===== config.mk =====
export PLATFORM = sky130hd
export DESIGN_NAME = windowed_rms_noise_level
export DESIGN_NICKNAME = d
export VERILOG_FILES = /design/src/rtl/core/wrnl_pkg.sv /design/src/rtl/core/wrnl_level.sv /design/src/rtl/core/windowed_rms_noise_level.sv
export SDC_FILE = /design/constraint.sdc
export NUM_CORES = 1
export LEC_CHECK = 0
export ABC_AREA = 1
export BUFFER_PORTS_ARGS = -buffer_cell sky130_fd_sc_hd__buf_2
export CAP_MARGIN = 40
export CORE_MARGIN = 5
export CORE_UTILIZATION = 40
export CTS_BUF_LIST = sky130_fd_sc_hd__clkbuf_8 sky130_fd_sc_hd__clkbuf_16
export DETAILED_ROUTE_END_ITERATION = 6
export HOLD_SLACK_MARGIN = 0.15
export PLACE_DENSITY = 0.53
export SLEW_MARGIN = 0
export SYNTH_ARGS = -nofsm -noshare
export SYNTH_HDL_FRONTEND = slang
export SYNTH_SLANG_ARGS = --single-unit

===== constraint.sdc =====
create_clock -name clk -period 5.7 [get_ports clk]
set_input_delay 1.14 -clock clk [delete_from_list [all_inputs] [get_ports clk]]
set_output_delay 1.14 -clock clk [all_outputs]
set_load 0.005 [all_outputs]

===== src/rtl/core/wrnl_pkg.sv =====
// shared widths and constants for the windowed rms noise level meter
// no dependencies; imported by wrnl_level and windowed_rms_noise_level
`default_nettype none

package wrnl_pkg;

  localparam int SAMPLE_W   = 12;
  localparam int WINDOW     = 32;
  localparam int WIN_LOG2   = 5;
  localparam int CNT_W      = 5;
  localparam int SQ_W       = 2 * SAMPLE_W;
  localparam int SUM_W      = SQ_W + WIN_LOG2;
  localparam int MEAN_W     = SUM_W - WIN_LOG2;
  localparam int ROOT_W     = MEAN_W / 2;
  localparam int REM_W      = ROOT_W + 2;
  localparam int BIT_CNT_W  = 4;

  localparam logic [SAMPLE_W-1:0] MID_RESET = 12'd2048;

  // level = root * 60 / 1000 + 30, reduced to root * 3 / 50
  localparam int LEVEL_NUM   = 60;
  localparam int LEVEL_DEN   = 1000;
  localparam int LEVEL_MUL   = LEVEL_NUM / 20;
  localparam int LEVEL_DIV   = LEVEL_DEN / 20;
  localparam int LEVEL_W     = 9;
  localparam int PROD_W      = ROOT_W + 2;
  localparam int QUO_W       = 8;
  localparam int DSH_W       = 13;

  localparam logic [LEVEL_W-1:0] LEVEL_FLOOR = 9'd30;
  localparam logic [DSH_W-1:0]   DIV_START   = DSH_W'(LEVEL_DIV << (QUO_W - 1));

endpackage

`default_nettype wire


===== src/rtl/core/wrnl_level.sv =====
// end-of-window unit: digit-by-digit square root, then serial divide for the level
// depends on wrnl_pkg
`default_nettype none

module wrnl_level
  import wrnl_pkg::*;
(
  input  wire logic                clk,
  input  wire logic                rst_n,
  input  wire logic                go,
  input  wire logic [SUM_W-1:0]    sum,
  output logic                     out_valid,
  output logic [ROOT_W-1:0]        out_rms_value,
  output logic [LEVEL_W-1:0]       out_level
);

  typedef enum logic [1:0] {
    U_IDLE,
    U_SQRT,
    U_MUL,
    U_DIV
  } ustate_t;

  ustate_t                st_r;
  logic [MEAN_W-1:0]      mean_sh_r;
  logic [REM_W-1:0]       rem_r;
  logic [ROOT_W-1:0]      root_r;
  logic [BIT_CNT_W-1:0]   cnt_r;
  logic [PROD_W-1:0]      p_r;
  logic [DSH_W-1:0]       dsh_r;
  logic [QUO_W-1:0]       q_r;
  logic                   valid_r;
  logic [ROOT_W-1:0]      rms_r;
  logic [LEVEL_W-1:0]     level_r;

  logic [REM_W-1:0]       rem_sh;
  logic [REM_W-1:0]       trial;
  logic                   sq_ge;
  logic                   dv_ge;
  logic [QUO_W-1:0]       q_nxt;

  // two mean bits enter the partial remainder each step
  assign rem_sh = {rem_r[ROOT_W-1:0], mean_sh_r[MEAN_W-1 -: 2]};
  assign trial  = {root_r, 2'b01};
  assign sq_ge  = (rem_sh >= trial);
  assign dv_ge  = (p_r >= PROD_W'(dsh_r));
  assign q_nxt  = {q_r[QUO_W-2:0], dv_ge};

  always_ff @(posedge clk) begin
    if (!rst_n) begin
      st_r    <= U_IDLE;
      valid_r <= 1'b0;
      cnt_r   <= '0;
    end else begin
      valid_r <= 1'b0;
      case (st_r)
        U_IDLE: begin
          if (go) begin
            mean_sh_r <= sum[SUM_W-1:WIN_LOG2];
            rem_r     <= '0;
            root_r    <= '0;
            cnt_r     <= '0;
            st_r      <= U_SQRT;
          end
        end
        U_SQRT: begin
          rem_r     <= sq_ge ? (rem_sh - trial) : rem_sh;
          root_r    <= {root_r[ROOT_W-2:0], sq_ge};
          mean_sh_r <= mean_sh_r << 2;
          cnt_r     <= cnt_r + 1'b1;
          if (cnt_r == BIT_CNT_W'(ROOT_W - 1)) begin
            st_r <= U_MUL;
          end
        end
        U_MUL: begin
          p_r   <= PROD_W'(root_r) * PROD_W'(LEVEL_MUL);
          dsh_r <= DIV_START;
          q_r   <= '0;
          cnt_r <= '0;
          st_r  <= U_DIV;
        end
        U_DIV: begin
          if (dv_ge) begin
            p_r <= p_r - PROD_W'(dsh_r);
          end
          dsh_r <= dsh_r >> 1;
          q_r   <= q_nxt;
          cnt_r <= cnt_r + 1'b1;
          if (cnt_r == BIT_CNT_W'(QUO_W - 1)) begin
            valid_r <= 1'b1;
            rms_r   <= root_r;
            level_r <= LEVEL_W'(q_nxt) + LEVEL_FLOOR;
            st_r    <= U_IDLE;
          end
        end
        default: begin
          st_r <= U_IDLE;
        end
      endcase
    end
  end

  assign out_valid     = valid_r;
  assign out_rms_value = rms_r;
  assign out_level     = level_r;

endmodule

`default_nettype wire


===== src/rtl/core/windowed_rms_noise_level.sv =====
// top level of the windowed rms noise level meter: bit-serial square accumulate
// depends on wrnl_pkg and wrnl_level
`default_nettype none

// A sample is taken when start is high and busy is low. Its deviation from
// cfg mid_point is squared by a bit-serial shift-add into the window sum, one
// multiplier bit per cycle, and busy stays high until its last bit is added.
// The sample that completes a 32-sample window also runs the end-of-window
// unit: a 12-step square root (two mean bits per cycle), a scaling step and
// an 8-step serial divide by 50; that sample keeps busy high until its result
// is out, so no new sample is accepted before that result.
// The result beat is on out_rms_value and out_level for the one cycle that
// out_valid is high; the receiver cannot stall it. Write cfg_data with cfg_we
// only while busy is low.
module windowed_rms_noise_level
  import wrnl_pkg::*;
(
  input  wire logic                clk,
  input  wire logic                rst_n,
  input  wire logic                start,
  output logic                     busy,
  input  wire logic [SAMPLE_W-1:0] in_sample,
  input  wire logic                cfg_we,
  input  wire logic [SAMPLE_W-1:0] cfg_data,
  output logic                     out_valid,
  output logic [ROOT_W-1:0]        out_rms_value,
  output logic [LEVEL_W-1:0]       out_level
);

  typedef enum logic [1:0] {
    S_IDLE,
    S_MAC,
    S_ROOT
  } state_t;

  state_t                 state_r;
  logic [SAMPLE_W-1:0]    mid_r;
  logic [SUM_W-1:0]       sum_r;
  logic [CNT_W-1:0]       count_r;
  logic [SAMPLE_W-1:0]    dev_sh_r;
  logic [SQ_W-1:0]        mcand_r;
  logic [BIT_CNT_W-1:0]   bit_cnt_r;
  logic                   root_go_r;

  logic [SAMPLE_W-1:0]    dev;
  logic                   accept;

  assign accept = start && (state_r == S_IDLE);
  assign busy   = (state_r != S_IDLE);
  assign dev    = (in_sample >= mid_r) ? (in_sample - mid_r) : (mid_r - in_sample);

  always_ff @(posedge clk) begin
    if (!rst_n) begin
      mid_r <= MID_RESET;
    end else if (cfg_we) begin
      mid_r <= cfg_data;
    end
  end

  always_ff @(posedge clk) begin
    if (!rst_n) begin
      state_r   <= S_IDLE;
      sum_r     <= '0;
      count_r   <= '0;
      bit_cnt_r <= '0;
      root_go_r <= 1'b0;
    end else begin
      case (state_r)
        S_IDLE: begin
          if (accept) begin
            dev_sh_r  <= dev;
            mcand_r   <= SQ_W'(dev);
            bit_cnt_r <= '0;
            state_r   <= S_MAC;
          end
        end
        S_MAC: begin
          // shift-add square straight into the window sum
          if (dev_sh_r[0]) begin
            sum_r <= sum_r + SUM_W'(mcand_r);
          end
          dev_sh_r  <= dev_sh_r >> 1;
          mcand_r   <= mcand_r << 1;
          bit_cnt_r <= bit_cnt_r + 1'b1;
          if (bit_cnt_r == BIT_CNT_W'(SAMPLE_W - 1)) begin
            if (count_r == CNT_W'(WINDOW - 1)) begin
              count_r   <= '0;
              root_go_r <= 1'b1;
              state_r   <= S_ROOT;
            end else begin
              count_r <= count_r + 1'b1;
              state_r <= S_IDLE;
            end
          end
        end
        S_ROOT: begin
          // unit latches the sum on the go cycle, so it can be cleared then
          if (root_go_r) begin
            root_go_r <= 1'b0;
            sum_r     <= '0;
          end
          if (out_valid) begin
            state_r <= S_IDLE;
          end
        end
        default: begin
          state_r <= S_IDLE;
        end
      endcase
    end
  end

  wrnl_level u_level (
    .clk           (clk),
    .rst_n         (rst_n),
    .go            (root_go_r),
    .sum           (sum_r),
    .out_valid     (out_valid),
    .out_rms_value (out_rms_value),
    .out_level     (out_level)
  );

endmodule

`default_nettype wire

==> impl_metrics.tcl <==
set metrics [dict create \
    num_rows 65 \
    netlist_instances 1721 \
    synthMuxAreaShare 0 \
    grt_usage 0.170 \
    root_buffer "clkbuf_16" \
    setup_violations 0 \
    async_flop_share 0 \
    antenna_found_initial 0 \
    synth-compound-area-share 0.104 \
    drive_above_1_share 0.0664 \
    cp_data_required_time_ns 5.90 \
    postLayoutCoreUtil 0.449 \
    cp_max_fo 13 \
    seq_area_frac_synth 0.417 \
    fin_crit_sh 0.470 \
    synth_xor_area_frac 0.0197 \
    clkLatencyLatePin_ns 0.45 \
    initial_core_util 0.407 \
    grt_overflow 0 \
    p_leak_nw 6.84 \
    syn_area_um2 12900 \
    die_h_um 190 \
    post-dp-hpwl_um 22400 \
    critical_path_class "primary input to flip-flop" \
    hold_buffers 0 \
    period_needed_ns 2.68 \
    syn_to_final_growth_pct 10.4 \
    synth_top_family_by_area "simple AND/OR/NAND/NOR gates" \
    ys_dominant_reg_cell "edfxtp_1" \
    clock_sinks 199 \
    worstSetupEndpointType "flip-flop" \
    status "completed" \
    hold_class "flip-flop to flip-flop" \
    vdd_drop_max_uv 221 \
    cts_made_buffers 17 \
    num_io_pins 51 \
    crit_start "in_sample[0]" \
    worstPathArrival_ns 2.88 \
    vias_per_cell 4.92 \
    final-seq-area_um2 5380 \
    finalClockSkew_ns 0.0123 \
    totalWireLength_um 29700 \
    diodes 0 \
    min_from "sum_r[0]" \
    syn_nets 1850 \
    place.gp.congestion 0.867 \
    clk_path_buf_depth 2 \
    fp.dieArea_um2 36000 \
    synth_edf_count 139 \
    maxSlewHeadroom 0.470 \
    grt_pass1_vias 10400 \
    cts_setup_buffers 0 \
    synth_cell_type_count 46 \
    tightest_slew_ns 0.795 \
    vias 10700 \
    yosys.area_share.simple 0.271 \
    clkTransAtPathRegs_ns 0.08 \
    htree_levels 4 \
    nNetsFinal 1894 \
    grt_setup_unrepaired "no" \
    portBuffers 50 \
    drtIter0Drc 674 \
    worstSetupStartpointType "primary input" \
    finalMaxSlewViolations 0 \
    cts_tree "done" \
    max_cap_violations 0 \
    final_cells 2180 \
    nFillCells 3271 \
    grt_max_degree 49 \
    fmax_ghz 0.373 \
    ant_nets 0 \
    post-place-cells 2148 \
    drc 0 \
    cts_resized 0 \
    p_per_area_nw_per_um2 335 \
    synth_fa_ha_area_frac 0.101 \
    synth-seq-cells 199 \
    core_area_um2 31700 \
    holdWs_ns 0.478 \
    synth_warnings 0 \
    synth.avg_cell_area_um2 7.50 \
    multiInputGateArea_um2 6420 \
    dieWidth_um 190 \
    first_pass_iters 5 \
    r2r_start "u_level.root_r[1]" \
    wire_per_inst_um 13.6 \
    fin_tns_setup_ns 0 \
    finalHoldViolCount 0 \
    grt_first_pass_wirelength_um 50100 \
]
cells in the final DEF (no fill, tap or decap), drive strengths merged, types with 2 or more instances in the layout:
master,count
nand2,552
inv,266
nor2,141
edfxtp,139
a21oi,130
nand3,99
ha,96
o21ai,78
dfxtp,60
buf,59
xor2,20
nor3,20
nand4,18
clkbuf,18
o21bai,10
xnor2,9
nand3b,9
or2,8
clkinv,8
o21a,7
a21o,5
fa,5
a31oi,4
a21boi,4
a211oi,3
and2,2
nor4,2
worst paths after layout:
kind	to	slack [ns]	depth (start not counted)
setup / recovery	dev_sh_r[8]	3.02	12
hold / removal	sum_r[0]	0.48	2
setup reg to reg	u_level.rem_r[0]	3.07	11
hold reg to reg	sum_r[0]	0.48	2
cell type report:
class / count / area share
well taps: 402 / 0.0353
multi-input cells: 1227 / 0.451
clock buffers: 18 / 0.0316
repair buffers: 59 / 0.0260
clock inverters: 14 / 0.0105
inverters: 261 / 0.0688
flip-flops and latches: 199 / 0.377
Yosys cell counts, types with 3 or more instances:
| library cell | count | share of area |
|---|---|---|
| a21o_1 | 5 | 0.0029 |
| nor2_1 | 138 | 0.040 |
| xnor2_1 | 9 | 0.0061 |
| dfxtp_1 | 60 | 0.093 |
| o21bai_1 | 9 | 0.0052 |
| o21ai_1 | 4 | 0.0016 |
| buf_2 | 6 | 0.0023 |
| inv_2 | 3 | 0.00087 |
| a21oi_1 | 130 | 0.050 |
| or2_2 | 8 | 0.0039 |
| nor3_1 | 20 | 0.0078 |
| inv_1 | 255 | 0.074 |
| edfxtp_1 | 139 | 0.32 |
| o21a_1 | 7 | 0.0041 |
| nand4_1 | 18 | 0.0087 |
| buf_4 | 3 | 0.0017 |
| clkbuf_1 | 18 | 0.0052 |
| nand3b_1 | 9 | 0.0052 |
| xor2_1 | 20 | 0.014 |
| a21boi_0 | 3 | 0.0017 |
| a31oi_1 | 4 | 0.0019 |
| buf_1 | 4 | 0.0012 |
| o21ai_2 | 3 | 0.0020 |
| nand2_1 | 550 | 0.16 |
| a211oi_1 | 3 | 0.0017 |
| clkinv_1 | 3 | 0.00087 |
| ha_1 | 96 | 0.093 |
| fa_1 | 5 | 0.0078 |
| o21ai_0 | 71 | 0.028 |
| nand3_1 | 97 | 0.038 |
per-stage QoR:
stage          power [mW]  area (um2)  setup slack, ns
2_1_floorplan        3.17       12900            0.372
3_3_place_gp         3.52       13600             2.48
3_5_place_dp         3.57       13600             2.52
4_1_cts              4.84       14200             3.01
5_1_grt              5.15       14200             2.80
6_report             4.77       14200             3.02
report_power, final:
part           internal (mW)  switching (mW)
sequential              1.83           0.113
combinational          0.538            1.04
clock                  0.615           0.634
total                   2.99            1.78
logic make-up after synthesis:
group,Yosys count
XOR/XNOR,29
flip-flops,199
buffers and inverters,295
AND/OR/NAND/NOR,852
adder cells (fa/ha/maj),101
AO/OA/AOI/OAI,245
worst max-delay path, stage by stage:
cell,delay (ns)
buf_2,0.10
inv_1,0.04
ha_1,0.23
fa_1,0.45
o21ai_2,0.30
o21bai_4,0.09
nand3_4,0.14
inv_2,0.12
nand2_1,0.09
nand2_1,0.05
nand2_1,0.08
nand2_1,0.06
state kept, by name, indices dropped and copies added (netlist names), 13 cells and up:
register           flops
u_level.dsh_r         13
u_level.mean_sh_r     24
sum_r                 29
u_level.p_r           14
mcand_r               24
layer usage:
metal	GRT usage	share of wire
met5	0	0
met4	0.0440	0.015
met3	0.0268	0.031
met2	0.283	0.46
met1	0.232	0.50
(Power assumes the default switching activity.)
